--- src/rtl/core/sitda_pkg.sv ---
package sitda_pkg;

  // Field widths
  localparam int unsigned VALUE_W = 32;
  localparam int unsigned CHAR_W  = 7;
  localparam int unsigned DIGIT_W = 4;

  // A 32-bit magnitude never has more than ten decimal digits
  localparam int unsigned MAX_DIGITS = 10;
  localparam int unsigned NDIG_W     = 4;

  // ASCII codes
  localparam logic [CHAR_W-1:0] ASCII_ZERO  = 7'd48;
  localparam logic [CHAR_W-1:0] ASCII_MINUS = 7'd45;

  // floor(x / 10) == (x * RECIP_TEN) >> RECIP_SHIFT for every 32-bit x
  localparam logic [VALUE_W-1:0] RECIP_TEN   = 32'hCCCC_CCCD;
  localparam int unsigned        RECIP_SHIFT = 35;

  // Classified item: sign and unsigned magnitude
  typedef struct packed {
    logic               neg;
    logic [VALUE_W-1:0] mag;
  } sitda_item_t;

  // Digits of one number, most significant at index MAX_DIGITS-1
  typedef logic [MAX_DIGITS-1:0][DIGIT_W-1:0] sitda_digits_t;

  typedef struct packed {
    logic               neg;
    logic [NDIG_W-1:0]  ndig;
    sitda_digits_t      digits;
  } sitda_run_t;

  // Queue status seen by the back end
  typedef struct packed {
    logic empty;
    logic full;
  } sitda_qstat_t;

endpackage

--- src/rtl/core/sitda_front.sv ---
module sitda_front
  import sitda_pkg::*;
(
  input  logic                in_tvalid,
  output logic                in_tready,
  input  logic [VALUE_W-1:0]  in_tdata,   // [31:0] value
  input  logic                q_full,
  output logic                q_push,
  output sitda_item_t         q_item
);

  // Take a beat whenever the queue has room
  assign in_tready = !q_full;
  assign q_push    = in_tvalid && !q_full;

  // Split into sign and magnitude; the most negative value wraps to 2^31
  always_comb begin
    q_item.neg = in_tdata[VALUE_W-1];
    q_item.mag = in_tdata[VALUE_W-1] ? (VALUE_W'(0) - in_tdata) : in_tdata;
  end

endmodule

--- config.mk ---
export PLATFORM = sky130hd
export DESIGN_NAME = sitda_front
export DESIGN_NICKNAME = d
export VERILOG_FILES = /design/src/rtl/core/sitda_pkg.sv /design/src/rtl/core/sitda_front.sv
export SDC_FILE = /design/constraint.sdc
export NUM_CORES = 1
export LEC_CHECK = 0
export BUFFER_PORTS_ARGS = -buffer_cell sky130_fd_sc_hd__buf_2
export CAP_MARGIN = 20
export CORE_ASPECT_RATIO = 1.1
export CORE_MARGIN = 2
export CORE_UTILIZATION = 35
export DETAILED_ROUTE_END_ITERATION = 8
export MAX_ROUTING_LAYER = met4
export PLACE_DENSITY = 0.75
export SYNTH_ARGS = -nofsm -noshare
export SYNTH_HDL_FRONTEND = slang
export SYNTH_SLANG_ARGS = --single-unit
--- constraint.sdc ---
create_clock -name vclk -period 3.8
set_input_delay 1.14 -clock vclk [all_inputs]
set_output_delay 1.14 -clock vclk [all_outputs]
set_load 0.1 [all_outputs]
==> results by group, run 1 <==
Logic synthesis
  • Post-Syn Area: 805 um2
  • Post-Syn Nets: 136
  • Post-synthesis sequential area ratio: 0%
  • Post-synth top area cell: xnor2_1
  • Gate Count Post-Synth: 101
  • Synth area leaders: xnor2_1 (32%), o31ai_1 (13%), o41ai_2 (12%)
  • Commonest cells post-synth: xnor2_1 (29), o31ai_1 (14), nand2_1 (10), o41ai_2 (6)
  • Post-synthesis cell type count: 29
  • Avg Cell Area, Syn: 7.97 um2
  • Cell with the most instances after synthesis: xnor2_1
  • Synthesis Warnings: 0
  • Synth top area share: 31.6%

Place
  • Port-buffer cells: 69
  • Routability Congestion: 0.756
  • Post-DP HPWL: 3480 um
  • Pre-CTS setup slack: -275 ps

CTS
  • Postcts setup bufs: 10
  • Hold Buf Count CTS: 0
  • Post-CTS sizing: 38

Status
  • Stop err: [ERROR DPL-0038] Utilization greater than 100%, impossible to legalize
  • Failed at: clock tree synthesis
  • Outcome: aborted with a tool error

Floorplanning
  • Die H: 54.3 um
  • Initial core utilization: 36.5%
  • Row cnt: 18
  • I/O pin count: 69
  • Width of the die: 49.7 um
## per-stage QoR
stage                     setup TNS, ps  cell area (um2)  std cells  utilization (%)  hold slack [ps]
after global placement             -406             2080        217             94.2             2640
after detailed placement          -2770             2080        217             94.2             2650
after floorplan                    -354             1100        101                -             2400
## cells by family after synthesis
kind of cell             Yosys count  share of synthesized area [%]
adder cells (fa/ha/maj)            1                           1.55
XOR/XNOR                          29                           31.6
buffers and inverters             10                           5.75
AND/OR/NAND/NOR                   37                           33.4
AO/OA/AOI/OAI                     24                           27.7
==> run 2: changes to the inputs <==
Settings changed: CORE_ASPECT_RATIO 1.1 to unset, CORE_UTILIZATION 35 to 20, MAX_ROUTING_LAYER met4 to unset, PLACE_DENSITY 0.75 to unset, PLACE_DENSITY_LB_ADDON set to 0.15.
==> run 2 against run 1 <==
Against the previous run:
- the flow now finishes without violations
- synthesized cell count is the same
- area after synthesis did not move
==> results by group, run 2 <==
Status
  • Outcome: completed

Setup path
  • CP arrival: 2640 ps
  • CP max FO: 3
  • CP Launch Type: input pin
  • CP Class: in2out
  • CP required: 2660 ps
  • Critical path endpoint category: output pin

Detailed routing
  • DR iter-0 viols: 36
  • Drc violations: 0
  • Routed WL: 3300 um
  • DR vias: 1178
  • Vias per cell: 4.77
  • Detail Route Antenna Nets: 0
  • Drt wl/cell: 13.4 um
  • Initial DRT Pass Iterations: 2

Floorplanning
  • Die H: 67.4 um (+24%)
  • I/O pin count: 69 (unchanged)
  • Core Box Area: 3940 um2
  • Die ar.: 4550 um2
  • Width of the die: 67.4 um (+36%)
  • Initial core utilization: 20.4% (-16 points)
  • Row cnt: 23 (+5)

Logic synthesis
  • Synth top area share: 31.6% (unchanged)
  • Post-Syn Area: 805 um2 (unchanged)
  • Post-synthesis sequential area ratio: 0% (unchanged)
  • Post-synth top area cell: xnor2_1
  • Cell with the most instances after synthesis: xnor2_1
  • Synth area leaders: xnor2_1 (32%), o31ai_1 (13%), o41ai_2 (12%)
  • Commonest cells post-synth: xnor2_1 (29), o31ai_1 (14), nand2_1 (10), o41ai_2 (6)
  • Avg Cell Area, Syn: 7.97 um2 (unchanged)
  • Synthesis Warnings: 0 (unchanged)
  • Gate Count Post-Synth: 101 (unchanged)
  • Post-synthesis cell type count: 29 (unchanged)
  • Post-Syn Nets: 136 (unchanged)

Finish
  • Fin area: 2410 um2
  • Final nets: 234
  • Area growth syn-to-layout: 199%
  • Fillcell total: 321
  • Share of layout cells above drive strength 1: 82.2%
  • Most frequent cells in the layout: buf_2 (32), buf_4 (32), buf_12 (30), xnor2_2 (21), nand2_1 (9)
  • Post-route insts no fill: 247
  • Seq_cells: 0
  • ANT cells: 0
  • Number of clock buffers in the layout: 0
  • Storage cell area: 0 um2

Power and ir drop
  • PwrDens: 252 nW/um2
  • Max IR drop VDD: 0.135 mV
  • Total Power: 0.000606 W
  • Pleak: 1.09 nW

STA
  • Slew headroom: 49.2%
  • Final Max Slew Viols: 0
  • Final Setup Violations: 0
  • Fmax: 0.265 GHz
  • Worst-margin pin slew: 762 ps
  • Tmin final: 3780 ps
  • WHS: 2630 ps
  • Final Hold Fails: 0
  • Crit share post-route: 99.4%
  • Unrepaired setup endpoints after global routing: true

Hold path
  • HP Class: in2out

Global route
  • Via count of the first global-routing pass: 1152
  • Tot GR Track Use: 14.0%
  • Gr ovfl total: 0
  • Initial antenna violation count: 0
  • Global-route wire length before repair: 5100 um
  • Largest net degree at the start of global routing: 34

Place
  • Port-buffer cells: 69 (unchanged)
  • Post-DP HPWL: 2660 um (-24%)
  • Post-Place Cell Area: 2130 um2 (+2.6%)
  • Routability Congestion: 0.770 (+1.8%)
  • Post-Place Cells: 241 (+11%)

Job
  • Number of max-cap violations: 0

CTS
  • Hold Buf Count CTS: 0 (unchanged)
[run 2: path summary, 6_finish.rpt]
path / startpoint / to / slack (ps) / depth (start not counted)
min: in_tdata[16] / q_item[16] / 2630 / 3
max: in_tdata[16] / q_item[28] / 20 / 7
[run 2: per-layer routing]
metal / wire length (um) / share of wire (%) / vias to the layer above / track usage, %
li1: - / - / 570 / -
met1: 1240 / 38 / 561 / 16.8
met2: 1790 / 54 / 47 / 26.6
met3: 272 / 8.2 / 0 / 2.67
met4: 0 / 0 / 0 / 1.02
met5: 0 / 0 / - / 0
[run 2: layout make-up]
| cell class | instances | area (um2) | area share (%) |
|---|---|---|---|
| Timing Repair Buffer | 102 | 1100 | 45.8 |
| Multi-Input combinational cell | 91 | 1220 | 50.7 |
| Inverter | 4 | 22.5 | 0.936 |
| Tap cell | 50 | 62.6 | 2.60 |
[run 2: worst max-delay path: stages]
cell and delay [ps]:
buf_6 120, nor4_4 350, nand4b_1 170, buf_6 160, o41ai_4 320, xnor2_2 180
buf_12 200
[run 2: what timing repair did]
item,in CTS,in global routing
gates cloned,0,0
setup buffers,2,4
setup endpoints to repair,18,18
resized for setup,11,36
pin swaps,5,6
[run 2: where the power goes]
| group | total, W | switching (W) | internal [W] |
|---|---|---|---|
| clock | 0 | 0 | 0 |
| sequential | 0 | 0 | 0 |
| combinational | 0.000606 | 0.000378 | 0.000228 |
[run 2: per-stage QoR]
stage          TNS [ps]  worst slack [ps]  util [%]
3_3_place_gp       -626              -112      54.1
4_1_cts           -9.69             -9.69      55.9
3_5_place_dp      -1470              -183      54.1
5_1_grt            -306             -72.8      61.1
2_1_floorplan      -354              -286         -
6_report              0              21.2      61.1
[run 2: cells by family (layout without fill, tap and decap cells)]
logic type | count (synthesis) | count (layout) | share of synthesized area (%)
buffers and inverters | 10 | 106 | 5.75
AOI/OAI and AO/OA | 24 | 24 | 27.7
and+or+nand+nor | 37 | 37 | 33.4
adders and majority gates | 1 | 1 | 1.55
xor gates and xnor gates | 29 | 29 | 31.6
(Power assumes the default switching activity.)
