==> config.mk <==
export PLATFORM = sky130hd
export DESIGN_NAME = sitda_emit
export DESIGN_NICKNAME = d
export VERILOG_FILES = /design/src/rtl/core/sitda_pkg.sv /design/src/rtl/core/sitda_emit.sv
export SDC_FILE = /design/constraint.sdc
export NUM_CORES = 1
export LEC_CHECK = 0
export BUFFER_PORTS_ARGS = -buffer_cell sky130_fd_sc_hd__clkbuf_2
export CAP_MARGIN = 20
export CORE_MARGIN = 2
export CORE_UTILIZATION = 45
export DETAILED_ROUTE_END_ITERATION = 12
export PLACE_DENSITY = 0.7
export RECOVER_POWER = 100
export SETUP_SLACK_MARGIN = 0.1
export SLEW_MARGIN = 20
export SYNTH_ARGS = -nofsm -noshare
export SYNTH_HDL_FRONTEND = slang
export SYNTH_SLANG_ARGS = --single-unit
==> constraint.sdc <==
create_clock -name clk -period 2.7 [get_ports clk]
set_clock_uncertainty 0.1 [all_clocks]
set_input_delay 0.27 -clock clk [delete_from_list [all_inputs] [get_ports clk]]
set_output_delay 0.27 -clock clk [all_outputs]
set_load 0.01 [all_outputs]
==> src/rtl/core/sitda_pkg.sv <==
package sitda_pkg;

  // Field widths
  localparam int unsigned VALUE_W = 32;
  localparam int unsigned CHAR_W  = 7;
  localparam int unsigned DIGIT_W = 4;

  // A 32-bit magnitude never has more than ten decimal digits
  localparam int unsigned MAX_DIGITS = 10;
  localparam int unsigned NDIG_W     = 4;

  // ASCII codes
  localparam logic [CHAR_W-1:0] ASCII_ZERO  = 7'd48;
  localparam logic [CHAR_W-1:0] ASCII_MINUS = 7'd45;

  // floor(x / 10) == (x * RECIP_TEN) >> RECIP_SHIFT for every 32-bit x
  localparam logic [VALUE_W-1:0] RECIP_TEN   = 32'hCCCC_CCCD;
  localparam int unsigned        RECIP_SHIFT = 35;

  // Classified item: sign and unsigned magnitude
  typedef struct packed {
    logic               neg;
    logic [VALUE_W-1:0] mag;
  } sitda_item_t;

  // Digits of one number, most significant at index MAX_DIGITS-1
  typedef logic [MAX_DIGITS-1:0][DIGIT_W-1:0] sitda_digits_t;

  typedef struct packed {
    logic               neg;
    logic [NDIG_W-1:0]  ndig;
    sitda_digits_t      digits;
  } sitda_run_t;

  // Queue status seen by the back end
  typedef struct packed {
    logic empty;
    logic full;
  } sitda_qstat_t;

endpackage

==> src/rtl/core/sitda_emit.sv <==
module sitda_emit
  import sitda_pkg::*;
(
  input  logic        clk,
  input  logic        rst_n,
  input  logic        run_valid,
  output logic        run_ready,
  input  sitda_run_t  run,
  output logic        out_tvalid,
  input  logic        out_tready,
  output logic [7:0]  out_tdata,   // [6:0] char_code, [7] zero
  output logic        out_tlast    // last_char
);

  logic                neg_pend_r, neg_pend_nxt;
  logic [NDIG_W-1:0]   left_r, left_nxt;
  sitda_digits_t       dig_r, dig_nxt;
  logic                valid_r, valid_nxt;
  logic [CHAR_W-1:0]   char_r, char_nxt;
  logic                last_r, last_nxt;
  logic                busy, adv;

  assign busy      = neg_pend_r || (left_r != '0);
  assign adv       = !valid_r || out_tready;
  assign run_ready = !busy;

  assign out_tvalid = valid_r;
  assign out_tdata  = {1'b0, char_r};
  assign out_tlast  = last_r;

  // Sign first, then digits from the top of the buffer
  always_comb begin
    neg_pend_nxt = neg_pend_r;
    left_nxt     = left_r;
    dig_nxt      = dig_r;
    valid_nxt    = valid_r;
    char_nxt     = char_r;
    last_nxt     = last_r;
    if (adv) begin
      if (neg_pend_r) begin
        valid_nxt    = 1'b1;
        char_nxt     = ASCII_MINUS;
        last_nxt     = 1'b0;
        neg_pend_nxt = 1'b0;
      end else if (left_r != '0) begin
        valid_nxt = 1'b1;
        char_nxt  = ASCII_ZERO + {{(CHAR_W-DIGIT_W){1'b0}}, dig_r[MAX_DIGITS-1]};
        last_nxt  = (left_r == NDIG_W'(1));
        for (int i = MAX_DIGITS - 1; i > 0; i--) begin
          dig_nxt[i] = dig_r[i-1];
        end
        dig_nxt[0] = '0;
        left_nxt   = left_r - NDIG_W'(1);
      end else begin
        valid_nxt = 1'b0;
      end
    end
    // Load the next number once the previous one has left the buffer
    if (run_valid && !busy) begin
      neg_pend_nxt = run.neg;
      left_nxt     = run.ndig;
      dig_nxt      = run.digits;
    end
  end

  always_ff @(posedge clk) begin
    if (!rst_n) begin
      neg_pend_r <= 1'b0;
      left_r     <= '0;
      valid_r    <= 1'b0;
    end else begin
      neg_pend_r <= neg_pend_nxt;
      left_r     <= left_nxt;
      valid_r    <= valid_nxt;
    end
  end

  always_ff @(posedge clk) begin
    dig_r  <= dig_nxt;
    char_r <= char_nxt;
    last_r <= last_nxt;
  end

endmodule

# After elaboration in Yosys (flattened, before gate mapping)
# Cells that the tools add are included.
# totals
register_bits,54
in_bits,49
# op_classes
n_addsub,2
eq_ne,2
mux,14
n_reduce_logical,11
# op_table
operator,count
$mux 40,4
$mux 4,4
$add 6x4->7 const A,1
$mux 7,1
$reduce_bool 2->1,3
$mux 1,5
$eq 4x1->1 const B,1
$reduce_bool 4->1,1
$sub 4x1->4 const B,1
$reduce_and 3->1,1
$logic_not 1->1,2
$logic_or 1x1->1,2
$ne 2x1->1 const B,1
$reduce_and 2->1,1
$logic_and 1x1->1,1

# Logic depth before layout (Yosys ltp)
# logic_depth
word_depth,6
depth_mapped,9
mapped_depth_nobuf,7

# Worst setup path after synthesis
# Ideal clock, no wire load.
# synth_timing
path_type,register -> register
start,reg left_r[0]
end,reg left_r[2]
arrival_time_ps,1852
path_slack_ps,623
stages_incl_launch_ff,8
synth_period_minus_slack_ps,2077
cell_sequence,dfxtp_1 > inv_1 > ha_1 > or3b_1 > a211o_1 > clkinv_2 > a21o_2 > a21oi_1
# synth_between
elab_chain_len,6
# synth_rtl
item,line,source
from (decl),sitda_emit.sv:16,"logic [NDIG_W-1:0] left_r, left_nxt;"
from (signal assigned),sitda_emit.sv:73,left_r <= left_nxt;
branches (longest 6 deep; another with $sub 4x1->4),n/a,
# Several ways; the timed one is not identified. The select of a mux whose other input is x is not followed.
# A chain may end at the register's enable or synchronous reset.

# Worst setup path in the final report
# layout_timing
start,reg left_r[0]
end,reg left_r[0]
# The elaborated chain is that of the path after synthesis.

==> results.yml <==
outcome:
  outcome: "finished, final reports clean"
clocking:
  numCtsBuffers: 5
  cts_num_sinks: 52
  cts_max_level: 2
  clock-root-buffer: "clkbuf_8"
  cts_setup_buffers: 0
  cts_max_path_buffers: 2
  ctsHoldBuffers: 0
  path_clk_slew_ns: 0.09
  post_cts_resized: 0
  cts_tree: "built"
  clk-insertion-delay-late_ns: 0.30
logic_synthesis:
  yosys_warnings: 0
  yosysMostFrequentCell: "nand2_1"
  syn_inst: 223
  synth_edf_count: 46
  yosys.area_share.xor_xnor_pct: 0
  synth_compound_area_share_pct: 3.72
  ys_seq_area_share_pct: 64.8
  synth-seq-cells: 52
  ys.flop_type: "edfxtp_1"
  syn_area_mm2: 0.00232
  synthTopCellsByCount: "112 x nand2_1, 46 x edfxtp_1, 6 x dfxtp_1, 6 x inv_1"
  synth-simple-area-share_pct: 24.4
  synth-adder-area-share_pct: 1.08
  yosysTopAreaCell: "edfxtp_1"
  synthTopCellsByArea: "edfxtp_1 60%, nand2_1 18%, dfxtp_1 5.2%, buf_6 1.9%, buf_4 1.6%"
  synthArstFlopShare_pct: 0
  post-synth-top-area-fraction_pct: 59.6
  synth_top_family_by_area: "simple AND/OR/NAND/NOR gates"
  synth.distinct_cells: 32
  synthMuxAreaShare_pct: 0
  avgSynthCellArea_um2: 10.4
finish:
  regArea_mm2: 0.00150
  design_area_mm2: 0.00272
  antenna_cells: 0
  fillerInstances: 471
  multi_input_area_um2: 688
  finalNetCount: 328
  synthToLayoutAreaGrowth_pct: 17.3
  drive_gt1_share_pct: 23.4
  fin_cells: 348
place:
  io_buffers: 56
  placed_cell_area_mm2: 0.00263
  gp_congestion: 0.841
  dp_cells: 340
  dpl.hpwl_um: 2770
floorplan:
  core_area_mm2: 0.00504
  io_pins: 60
  die_w_um: 75.8
  die_h_um: 75.8
  dieArea_mm2: 0.00574
  rows: 26
  start_util_pct: 46.0
power_and_ir_drop:
  design_power_total_mw: 3.15
  ir_drop_mv: 0.534
  powerDensity_mw_per_mm2: 1160
  leakage_nw: 1.27
worst_setup_path:
  startpoint_type: "flip-flop"
  cp.required_ns: 2.82
  crit_slowest_cell: "nor4b_2"
  endpoint_kind: "flip-flop"
  cp.buffers_inverters: 3
  slowest_delay_ns: 0.39
  path_cells: "inv_1 -> ha_1 -> nor4b_2 -> clkbuf_1 -> and2_0 -> buf_4 -> nand2_1 -> a31oi_1"
  critPathKind: "flip-flop to flip-flop"
  arrival_ns: 2.46
  critPathMaxFanout: 19
  cp_top_family: "simple AND/OR/NAND/NOR gates"
timing:
  hold_viol_final: 0
  holdWs_ns: 0.121
  period_share_pct: 86.7
  rsz0062_at_grt: "no"
  setup_viol: 0
  tns_ns: 0
  min_period_ns: 2.34
  clock.fmax_ghz: 0.427
  drv_slew: 0
min_path:
  min_path_type: "primary input to flip-flop"
routing:
  drt_iter0_markers: 113
  ant_nets: 0
  wire_per_inst_um: 11.5
  drc: 0
  first_pass_iters: 4
  routed_wl_um: 4010
  vias: 1615
  via_per_inst: 4.64
grt:
  antenna_found_initial: 0
  grt_overflow: 0
  grt_pass1_wl_um: 6530
  first_global_vias: 1506
  grt_usage_pct: 15.4
  grt_max_degree: 40
job:
  max_cap_violations: 0
through the flow:
stage | util [%] | setup WS, ns
2_1_floorplan | - | 0.623
3_3_place_gp | 52.1 | 0.500
3_5_place_dp | 52.1 | 0.430
4_1_cts | 54.2 | 0.402
5_1_grt | 53.9 | 0.150
6_report | 53.9 | 0.358
cell families (layout without fill, tap and decap cells):
kind of cell    Yosys count  after routing
compound gates           13             13
simple gates            133            133
flops                    52             52
other cells               2              3
buf+inv                  21             75
fa+ha+maj                 2              2
worst paths after layout:
check,from,to,slack [ns],cells after the start
hold reg to reg,left_r[1]$_SDFFE_PN0P_,left_r[1]$_SDFFE_PN0P_,0.39,2
setup / recovery,left_r[0]$_SDFFE_PN0P_,left_r[0]$_SDFFE_PN0P_,0.36,8
hold / removal,run[22],dig_r[22]$_DFFE_PP_,0.12,3
setup reg to reg,left_r[0]$_SDFFE_PN0P_,left_r[0]$_SDFFE_PN0P_,0.36,8
report_power, final:
part / switching [mW] / internal, mW / leakage (nW)
sequential: 0.115 / 1.48 / 0.523
clock: 0.237 / 0.277 / 0.0524
combinational: 0.666 / 0.375 / 0.691
per-layer routing:
| layer | vias to the layer above | global-route usage [%] | wire, um | part of all wire [%] |
|---|---|---|---|---|
| met5 | - | 0 | 0 | 0 |
| met4 | 0 | 4.68 | 27 | 0.67 |
| met3 | 2 | 5.42 | 210 | 5.2 |
| met2 | 47 | 24.8 | 1850 | 46 |
| met1 | 730 | 19.6 | 1920 | 48 |
| li1 | 836 | - | - | - |
sequential cells by signal (all words and copies together) (netlist names):
register    flops
char_r          5
left_r          4
dig_r          40
neg_pend_r      1
out_tvalid      1
out_tlast       1
worst reg2reg max path, delay by kind of cell (launching register included):
family | cells | cell delay [ns]
simple gates | 3 | 0.76
buf+inv | 3 | 0.71
fa+ha+maj | 1 | 0.22
flops | 1 | 0.34
compound gates | 1 | 0.14
layout make-up:
cell class,count,share of cell area [%]
flip-flops and latches,52,55.2
repair buffers,60,11.4
clock inverters,1,1.10
clock buffers,7,2.81
inverters,7,1.01
multi-input cells,151,25.3
well taps,70,3.22
cells in the final DEF (no fill, tap or decap), types with 2 or more instances in the layout:
cell      Yosys  layout
nand2_1     112     112
clkbuf_2      0      48
edfxtp_1     46      46
clkbuf_1      2      11
inv_1         6       6
dfxtp_1       6       6
a21oi_1       5       5
clkbuf_8      0       5
and3_1        4       4
nand3_1       3       3
or2_2         3       3
conb_1        2       3
nor4b_1       2       2
nor2_1        2       2
ha_1          2       2
buf_4         5       2
Note: power is estimated with default switching activity, not from simulation.
