===== src/rtl/core/sitda_pkg.sv =====
package sitda_pkg;

  // Field widths
  localparam int unsigned VALUE_W = 32;
  localparam int unsigned CHAR_W  = 7;
  localparam int unsigned DIGIT_W = 4;

  // A 32-bit magnitude never has more than ten decimal digits
  localparam int unsigned MAX_DIGITS = 10;
  localparam int unsigned NDIG_W     = 4;

  // ASCII codes
  localparam logic [CHAR_W-1:0] ASCII_ZERO  = 7'd48;
  localparam logic [CHAR_W-1:0] ASCII_MINUS = 7'd45;

  // floor(x / 10) == (x * RECIP_TEN) >> RECIP_SHIFT for every 32-bit x
  localparam logic [VALUE_W-1:0] RECIP_TEN   = 32'hCCCC_CCCD;
  localparam int unsigned        RECIP_SHIFT = 35;

  // Classified item: sign and unsigned magnitude
  typedef struct packed {
    logic               neg;
    logic [VALUE_W-1:0] mag;
  } sitda_item_t;

  // Digits of one number, most significant at index MAX_DIGITS-1
  typedef logic [MAX_DIGITS-1:0][DIGIT_W-1:0] sitda_digits_t;

  typedef struct packed {
    logic               neg;
    logic [NDIG_W-1:0]  ndig;
    sitda_digits_t      digits;
  } sitda_run_t;

  // Queue status seen by the back end
  typedef struct packed {
    logic empty;
    logic full;
  } sitda_qstat_t;

endpackage


===== src/rtl/core/sitda_queue.sv =====
module sitda_queue
  import sitda_pkg::*;
#(
  parameter int unsigned DEPTH = 2
) (
  input  logic         clk,
  input  logic         rst_n,
  input  logic         push,
  input  sitda_item_t  push_item,
  input  logic         pop,
  output sitda_item_t  head_item,
  output sitda_qstat_t stat
);

  localparam int unsigned PTR_W = (DEPTH > 1) ? $clog2(DEPTH) : 1;
  localparam int unsigned CNT_W = $clog2(DEPTH + 1);

  sitda_item_t      mem_r [DEPTH];
  logic [PTR_W-1:0] wr_ptr_r, wr_ptr_nxt;
  logic [PTR_W-1:0] rd_ptr_r, rd_ptr_nxt;
  logic [CNT_W-1:0] cnt_r, cnt_nxt;
  logic             do_push, do_pop;

  assign stat.empty = (cnt_r == CNT_W'(0));
  assign stat.full  = (cnt_r == CNT_W'(DEPTH));
  assign do_push    = push && !stat.full;
  assign do_pop     = pop && !stat.empty;
  assign head_item  = mem_r[rd_ptr_r];

  // Pointer and fill count update
  always_comb begin
    wr_ptr_nxt = wr_ptr_r;
    rd_ptr_nxt = rd_ptr_r;
    cnt_nxt    = cnt_r;
    if (do_push) begin
      wr_ptr_nxt = (wr_ptr_r == PTR_W'(DEPTH - 1)) ? PTR_W'(0) : wr_ptr_r + PTR_W'(1);
    end
    if (do_pop) begin
      rd_ptr_nxt = (rd_ptr_r == PTR_W'(DEPTH - 1)) ? PTR_W'(0) : rd_ptr_r + PTR_W'(1);
    end
    case ({do_push, do_pop})
      2'b10:   cnt_nxt = cnt_r + CNT_W'(1);
      2'b01:   cnt_nxt = cnt_r - CNT_W'(1);
      default: cnt_nxt = cnt_r;
    endcase
  end

  always_ff @(posedge clk) begin
    if (!rst_n) begin
      wr_ptr_r <= '0;
      rd_ptr_r <= '0;
      cnt_r    <= '0;
    end else begin
      wr_ptr_r <= wr_ptr_nxt;
      rd_ptr_r <= rd_ptr_nxt;
      cnt_r    <= cnt_nxt;
    end
  end

  // Storage, no reset needed
  always_ff @(posedge clk) begin
    if (do_push) begin
      mem_r[wr_ptr_r] <= push_item;
    end
  end

endmodule


===== config.mk =====
export PLATFORM = sky130hd
export DESIGN_NAME = sitda_queue
export DESIGN_NICKNAME = d
export VERILOG_FILES = /design/src/rtl/core/sitda_pkg.sv /design/src/rtl/core/sitda_queue.sv
export SDC_FILE = /design/constraint.sdc
export NUM_CORES = 1
export LEC_CHECK = 0
export BUFFER_PORTS_ARGS = -buffer_cell sky130_fd_sc_hd__buf_2
export CAP_MARGIN = 40
export CORE_MARGIN = 2
export CORE_UTILIZATION = 40
export CTS_CLUSTER_SIZE = 20
export DETAILED_ROUTE_END_ITERATION = 16
export PLACE_DENSITY_LB_ADDON = 0.3
export SLEW_MARGIN = 20
export SYNTH_ARGS = -nofsm -noshare
export SYNTH_HDL_FRONTEND = slang
export SYNTH_SLANG_ARGS = --single-unit

===== constraint.sdc =====
create_clock -name clk -period 2.2 [get_ports clk]
set_input_delay 0 -clock clk [delete_from_list [all_inputs] [get_ports clk]]
set_output_delay 0 -clock clk [all_outputs]
set_load 0.01 [all_outputs]

# --- Word level (Yosys, flattened, before mapping) ---
# Memories as Yosys holds them, arrays and structs flattened. A register that Yosys moved wholly into a read port is not among the register bits.
# Index checks and enable logic that the tools add are counted.
word_totals:
  register_bits: 4
  ram_bits: 66
  input_bits: 37
  out_inout_bits: 35
  wordCells: 24
  memories: 1
mem_list:
  columns: ["name", "depth", "width", "rd", "rd_ports_with_merged_regs", "wr", "line", "source"]
  rows:
  - ["mem_r", 2, 33, 1, 1, 1, "sitda_queue.sv:18", "sitda_item_t mem_r [DEPTH];"]
op_classes:
  n_addsub: 4
  n_eq_ne: 3
  muxes: 7
  n_reduce_logical: 6
op_table:
  columns: ["operator", "n"]
  rows:
  - ["two-way mux 1 bit", 6]
  - ["equality test 2 bit (second input constant)", 2]
  - ["case mux 2 bit (2 select lines)", 1]
  - ["adder 1 bit (second input constant)", 2]
  - ["adder 2 x 1 -> 2 bit (second input constant)", 1]
  - ["equality test 2 x 1 -> 1 bit (second input constant)", 1]
  - ["logical AND 1 bit", 2]
  - ["logical NOT 1 bit", 2]
  - ["logical NOT 2 bit", 1]
  - ["nonzero test 2 bit", 1]
  - ["subtractor 2 x 1 -> 2 bit (second input constant)", 1]

# --- Depth between registers and ports, before layout ---
# Gate-level depths: netlist of run 1.
depth:
  depth_word: 5
  ltp_mapped: 6

# --- Least setup slack after synthesis of run 1 ---
# No wires, ideal clock.
synth_timing:
  kind: "register -> register"
  startpoint: "register cnt_r[0]"
  endpoint: "memory mem_r[0][0] (netlist name), enable pin"
  setup_ns: 0.388
  arrival_time_ns: 1.580
  t_required_ns: 1.812
  slack_ns: 0.233
  path_stages_with_launch: 5
  path_buffers: 0
  synth_period_minus_slack_ns: 1.967
  path_cell_list: "dfxtp_1 -> nand2b_2 -> inv_2 -> or3_1 -> inv_1"
synth_lines:
  columns: ["item", "line", "source"]
  rows:
  - ["start: declaration", "sitda_queue.sv:21", "logic [CNT_W-1:0] cnt_r, cnt_nxt;"]
  - ["start signal: assignment", "sitda_queue.sv:56", "cnt_r <= cnt_nxt;"]
  - ["end: declaration", "sitda_queue.sv:18", null]

# --- Worst setup path after layout of run 1 ---
layout_timing:
  startpoint: "register cnt_r[0]"
  endpoint: "memory mem_r[0][28] (netlist name), enable pin"
layout_between:
  elab_chain_cells: 5
layout_lines:
  columns: ["item", "line", "source"]
  rows:
  - ["equality test 2 bit", "sitda_queue.sv:25", "assign stat.full = (cnt_r == CNT_W'(DEPTH));"]
  - ["logical NOT 1 bit", "sitda_queue.sv:26", "assign do_push = push && !stat.full;"]
  - ["logical AND 1 bit", "sitda_queue.sv:26", null]
  - ["two-way mux 1 bit", "sitda_queue.sv:62", "if (do_push) begin"]
  - ["two-way mux 1 bit (not written as such)", "sitda_queue.sv:63", "mem_r[wr_ptr_r] <= push_item;"]
# No other way between the ends.

==> results of run 1 <==
## cell families (layout without fill, tap and decap cells)
kind of cell             count (synthesis)  count (layout)  share of synthesized area (%)
AO/OA/AOI/OAI                            5               5                           1.25
XOR/XNOR                                 3               3                           1.01
adder cells (fa/ha/maj)                  1               1                          0.480
buffers and inverters                    7             130                           1.15
flip-flops                              71              71                           79.8
multiplexers                            33              33                           14.2
AND/OR/NAND/NOR                          9               9                           2.06
## cell usage in the layout (no fill, tap or decap), types with 2 or more instances in the layout
cell type      instances
a21boi_1               2
buf_4                  5
clkinvlp_4             2
bufinv_16              2
clkinv_2               2
dfxtp_1                5
nor2b_1                2
inv_1                  2
xnor2_1                3
o21ai_0                2
clkbuf_8               9
dlygate4sd3_1         34
or3_1                  2
mux2_2                33
edfxtp_1              66
buf_2                 71
## worst max-delay path, delay by kind of cell, from the launching register on
family | cells | cell delay [ns]
flip-flops | 1 | 0.42
AND/OR/NAND/NOR | 2 | 0.50
buffers and inverters | 3 | 0.59
## routing by layer
layer | track usage, % | vias up | routed length (um)
met4 | 8.23 | 0 | 121
met1 | 17.1 | 729 | 2020
li1 | - | 731 | -
met5 | 0 | - | 0
met3 | 4.92 | 12 | 261
met2 | 23.8 | 45 | 2380
## path summary, 6_finish.rpt
check,startpoint,endpoint,cells past startpoint
worst min-delay path,push,wr_ptr_r$_SDFFE_PN0P_,4
worst max-delay path,cnt_r[0]$_SDFFE_PN0P_,mem_r[0][28]$_DFFE_PP_,5
worst max register to register,cnt_r[0]$_SDFFE_PN0P_,mem_r[0][28]$_DFFE_PP_,5
worst min register to register,wr_ptr_r$_SDFFE_PN0P_,wr_ptr_r$_SDFFE_PN0P_,2
## state kept, by name, indices dropped and copies added, names as in the netlist, named ones only
| register | flops |
|---|---|
| wr_ptr_r | 1 |
| rd_ptr_r | 1 |
| mem_r | 66 |
| cnt_r | 2 |
## per-stage QoR
stage,area (sq um),instances,power [uW]
after floorplan,2610,129,2450
after global placement,3100,279,2850
after detailed placement,3100,279,2870
after CTS,3650,329,4020
after global routing,3650,329,4170
final,3650,329,3960
## area by class of cell
class | count | area share [%]
Clock buffer | 10 | 3.49
Clock inverter | 6 | 2.33
Inverter | 3 | 0.308
Multi-Input combinational cell | 51 | 13.6
Sequential cell | 71 | 57.0
Tap cell | 77 | 2.64
Timing Repair Buffer | 111 | 20.6
## repair_timing
item | 4_1_cts | 5_1_grt
setup buffers | 0 | 0
hold endpoints to repair | 71 | 0
resized for setup | 0 | 0
hold buffers | 34 | 0
## report_power, final
group | internal, uW | switching (uW) | leakage, uW | total (uW)
sequential | 1710 | 63.9 | 0.000659 | 1770
clock | 634 | 461 | 0.000102 | 1090
combinational | 555 | 537 | 0.000641 | 1090
total | 2900 | 1060 | 0.00140 | 3960
## cells in the mapped netlist
master | n | area share (%)
edfxtp_1 | 66 | 76
mux2_2 | 33 | 14
dfxtp_1 | 5 | 3.8
buf_2 | 3 | 0.58
xnor2_1 | 3 | 1.0
a21boi_1 | 2 | 0.58
inv_1 | 2 | 0.29
nor2b_1 | 2 | 0.48
o21ai_0 | 2 | 0.38
or3_1 | 2 | 0.48
and2_1 | 1 | 0.24
and3_1 | 1 | 0.24
clkbuf_1 | 1 | 0.14
ha_1 | 1 | 0.48
inv_2 | 1 | 0.14
nand2_1 | 1 | 0.14
nand2b_2 | 1 | 0.34
nor2_1 | 1 | 0.14
o21a_1 | 1 | 0.29
==> flow_metrics.py, run 1 <==
metrics = {
    "status": {
        "status": "complete, no violations",
    },
    "route": {
        "drt_iter0_markers": 75,
        "ant_nets": 0,
        "vias_per_cell": 4.61,
        "drc": 0,
        "wirelength_mm": 4.78,
        "wl_per_cell_um": 14.5,
        "drt-pass1-iter-count": 4,
        "vias": 1517,
    },
    "die": {
        "io_pins": 72,
        "die_area_sq_um": 7180,
        "num_rows": 29,
        "coreArea_sq_um": 6310,
        "start_util_pct": 41.3,
        "die_y_um": 84.8,
        "die_w_um": 84.8,
    },
    "setup_path": {
        "rrSetupSlack_ns": 0.41,
        "worstSetupEndpointType": "flop",
        "crit_path_start_kind": "flop",
        "crit_arrival_ns": 1.84,
        "cp_data_required_time_ns": 2.25,
        "path_class": "reg -> reg",
        "critical_path.slowest_cell": "dfxtp_1",
        "crit_path_max_incr_delay_ns": 0.42,
        "crit_chain": "nand2b_2 > inv_2 > or3_1 > inv_1 > buf_4",
        "critical_path.max_fanout": 9,
    },
    "sta": {
        "setup_ws_ns": 0.405,
        "period_share_pct": 81.6,
        "fmax_mhz": 557,
        "worst_slew_pin_slew_ns": 0.386,
        "final-setup-viol-count": 0,
        "rsz0062_at_grt": "no",
        "fin_crit_ns": 1.79,
        "finalClockSkew_ns": 0.00473,
        "slew_violations": 0,
        "timing.slew.headroom_pct": 74.3,
        "tns_ns": 0,
        "final-hold-violation-count": 0,
        "whs_ns": 0.0375,
    },
    "cells_and_area": {
        "finish.net_count": 285,
        "drive_above_1_share_pct": 50.4,
        "fill_cells": 505,
        "final_core_util_pct": 57.8,
        "multiInputGateArea_sq_um": 497,
        "seqCellArea_sq_um": 2080,
        "areaGrowthSynthToFinish_pct": 40.0,
        "diodes": 0,
    },
    "min_path": {
        "hold_class": "in -> reg",
    },
    "place": {
        "hpwl_mm": 3.03,
        "gp_congestion": 0.727,
        "pre_cts_ws_ns": 0.398,
        "io_buffers": 71,
    },
    "logic_synthesis": {
        "syn_area_per_cell_sq_um": 20.2,
        "synth-seq-cells": 71,
        "synth.distinct_cells": 19,
        "syn_inst": 129,
        "yosysWarnings": 0,
        "syn_nets": 167,
        "netlist_area_sq_um": 2610,
        "ys_seq_area_share_pct": 79.8,
    },
    "grt": {
        "track_usage_pct": 14.7,
        "grt_overflow": 0,
        "antenna_found_initial": 0,
        "grt_first_pass_wirelength_mm": 7.72,
        "grt_max_degree": 23,
        "grt_pass1_vias": 1629,
    },
    "clock_network": {
        "cts_buffer_depth": 2,
        "cts_made_buffers": 9,
        "htreeDepth": 3,
        "cts_tree": "yes",
        "clockRootBuffer": "clkbuf_8",
        "cts_sinks": 71,
        "worst_skew_pair.late_latency_ns": 0.34,
        "clk_pin_slew_worst_paths_ns": 0.07,
    },
    "job": {
        "drv_cap": 0,
    },
    "power": {
        "pwr_density_cell_nw_per_um2": 1080,
        "vdd_drop_max_mv": 0.727,
        "p_leak_uw": 0.00140,
    },
}
Note: power is estimated with default switching activity, not from simulation.
==> run 2, diff against run 1 <==
--- a/config.mk
+++ b/config.mk
@@ -5,6 +5,7 @@
 export SDC_FILE = /design/constraint.sdc
 export NUM_CORES = 1
 export LEC_CHECK = 0
+export ABC_AREA = 1
 export BUFFER_PORTS_ARGS = -buffer_cell sky130_fd_sc_hd__buf_2
 export CAP_MARGIN = 40
 export CORE_MARGIN = 2
==> constraint.sdc (replaced) <==
create_clock -name clk -period 1.84 [get_ports clk]
set_input_delay 0 -clock clk [delete_from_list [all_inputs] [get_ports clk]]
set_output_delay 0 -clock clk [all_outputs]
set_load 0.01 [all_outputs]
==> flow_metrics.py, run 2 <==
metrics = {
    "status": {
        "status": "complete, no violations",
    },
    "logic_synthesis": {
        "ys_seq_area_share_pct": 74.7,
        "synth.distinct_cells": 16,
        "yosysMostFrequentCell": "edfxtp_1",
        "synth_flop_cell": "edfxtp_1",
        "synth-seq-cells": 71,
        "syn_inst": 143,
        "ys_top_cells_by_area": "edfxtp_1, mux2_4, dfxtp_1",
        "syn_nets": 181,
        "yosysWarnings": 0,
        "syn_area_per_cell_sq_um": 19.5,
        "async_flop_share_pct": 0,
        "netlist_area_sq_um": 2790,
        "synth_area_leader_cell": "edfxtp_1",
        "synthTopCellsByCount": "edfxtp_1, mux2_4, nor2_1, inv_1, nand2_1",
        "netlist.area_leader.share_pct": 71.1,
        "synth-edff-count": 66,
    },
    "grt": {
        "track_usage_pct": 12.9,
        "antenna_found_initial": 0,
        "grt_first_pass_wirelength_mm": 7.14,
        "grt_overflow": 0,
        "grt_pass1_vias": 1553,
        "grt_max_degree": 34,
    },
    "cells_and_area": {
        "diodes": 0,
        "top_regs": "mem_r (66), cnt_r (2)",
        "finish.net_count": 298,
        "drive_above_1_share_pct": 47.5,
        "largest_register": "mem_r",
        "largest_reg_flops": 66,
        "layout_common_cells": "buf_2, edfxtp_1, dlygate4sd3_1",
        "final_common_cell": "buf_2",
        "areaGrowthSynthToFinish_pct": 37.1,
    },
    "route": {
        "vias_per_cell": 4.41,
        "ant_nets": 0,
        "vias": 1523,
        "drt_iter0_markers": 75,
        "drt-pass1-iter-count": 4,
        "wl_per_cell_um": 13.4,
        "drc": 0,
        "wirelength_mm": 4.61,
    },
    "clock_network": {
        "post_cts_buffers": 0,
        "htreeDepth": 3,
        "cts_buffer_depth": 2,
        "cts_sinks": 71,
        "hold_buffers": 35,
        "clockRootBuffer": "clkbuf_8",
        "worst_skew_pair.late_latency_ns": 0.34,
        "cts_made_buffers": 9,
        "post_cts_resize_count": 0,
        "clk_pin_slew_worst_paths_ns": 0.07,
        "cts_tree": "yes",
    },
    "power": {
        "vdd_drop_max_mv": 0.585,
        "pwr_density_cell_nw_per_um2": 1170,
        "p_leak_uw": 0.00155,
        "power_uw": 4460,
    },
    "sta": {
        "rsz0062_at_grt": "no",
        "final-setup-viol-count": 0,
        "fin_crit_ns": 1.49,
        "slew_violations": 0,
        "final-hold-violation-count": 0,
        "timing.slew.headroom_pct": 79.8,
        "finalClockSkew_ns": 0.0107,
        "period_share_pct": 81.1,
        "worst_slew_pin_slew_ns": 0.303,
        "whs_ns": 0.0309,
        "setup_ws_ns": 0.347,
        "fmax_mhz": 670,
        "tns_ns": 0,
    },
    "setup_path": {
        "worstSetupEndpointType": "flop",
        "crit_chain": "nor2_1 > nor2_1 > inv_1 > ha_1 > inv_1 > nand2_1 > nor2_1 > nor2_1 > nor2_1",
        "crit_path_max_incr_delay_ns": 0.39,
        "cp_data_required_time_ns": 2.11,
        "critical_path.slowest_cell": "dfxtp_1",
        "path_class": "reg -> reg",
        "cpMostUsedCell": "nor2_1",
        "critical_path.max_fanout": 4,
        "crit_path_start_kind": "flop",
        "crit_arrival_ns": 1.76,
    },
    "die": {
        "num_rows": 30,
        "coreArea_sq_um": 6760,
        "start_util_pct": 41.2,
        "io_pins": 72,
        "die_w_um": 87.5,
        "die_y_um": 87.5,
        "die_area_sq_um": 7650,
    },
    "min_path": {
        "hold_class": "in -> reg",
    },
    "place": {
        "io_buffers": 71,
        "pre_cts_ws_ns": 0.378,
        "gp_congestion": 0.680,
        "hpwl_mm": 2.93,
    },
    "job": {
        "drv_cap": 0,
    },
}
[run 2: cell types whose count changed in the layout (fill, tap and decap cells not counted), moves of 2 or more]
cell and change:
mux2_4 +30, mux2_2 -30, xnor2_1 -3, a21boi_1 -2, nand2_1 +7, or3_1 -2, buf_4 -3, inv_1 +6
nor2_1 +10, nor2b_1 -2, clkinv_2 -2
[run 2: layer usage]
metal	vias up	global-route usage, %	wire (um)
met5	-	0	0
li1	761	-	-
met1	705	14.3	1950
met2	45	21.5	2300
met3	12	3.13	218
met4	0	9.37	142
[run 2: path summary, 6_finish.rpt]
kind	start	endpoint	slack (ns)	cells past startpoint
worst min register to register	rd_ptr_r$_SDFFE_PN0P_	rd_ptr_r$_SDFFE_PN0P_	0.49	2
worst min-delay path	push	wr_ptr_r$_SDFFE_PN0P_	0.03	5
worst max register to register	cnt_r[0]$_SDFFE_PN0P_	cnt_r[1]$_SDFFE_PN0P_	0.35	9
worst max-delay path	cnt_r[0]$_SDFFE_PN0P_	cnt_r[1]$_SDFFE_PN0P_	0.35	9
[run 2: kinds of logic after synthesis]
group	count (synthesis)	share of synthesized area (%)
muxes	33	17.4
AOI/OAI and AO/OA	2	0.359
buffers and inverters	13	3.77
DFF	71	74.7
adders and majority gates	1	0.449
and+or+nand+nor	23	3.32
[run 2: through the flow]
stage / instance area, sq um / instances / util [%]
2_1_floorplan: 2790 / 143 / -
3_3_place_gp: 3230 / 294 / 47.9
3_5_place_dp: 3230 / 294 / 47.9
4_1_cts: 3820 / 345 / 56.6
5_1_grt: 3820 / 345 / 56.6
6_report: 3820 / 345 / 56.6
[run 2: cell type report]
class                           instances  area, sq um
Tap cell                               80          100
Clock inverter                          6          109
Sequential cell                        71         2080
Fill cell                             556         2940
Timing Repair Buffer                  110          761
Multi-Input combinational cell         59          607
Inverter                                9         33.8
Clock buffer                           10          128
[run 2: report_power, final]
part           switching, uW  total [uW]  leakage [uW]  internal (uW)
Sequential              54.8        2030      0.000659           1970
Clock                    547        1440      0.000110            896
Combinational            471         992      0.000785            521
Total                   1070        4460       0.00155           3390
[run 2: worst max-delay path: cells and delay by family, from the launching register on]
family                     cells  cell delay (ns)
adders and majority gates      1             0.33
buffers and inverters          2             0.19
DFF                            1             0.39
and+or+nand+nor                6             0.51
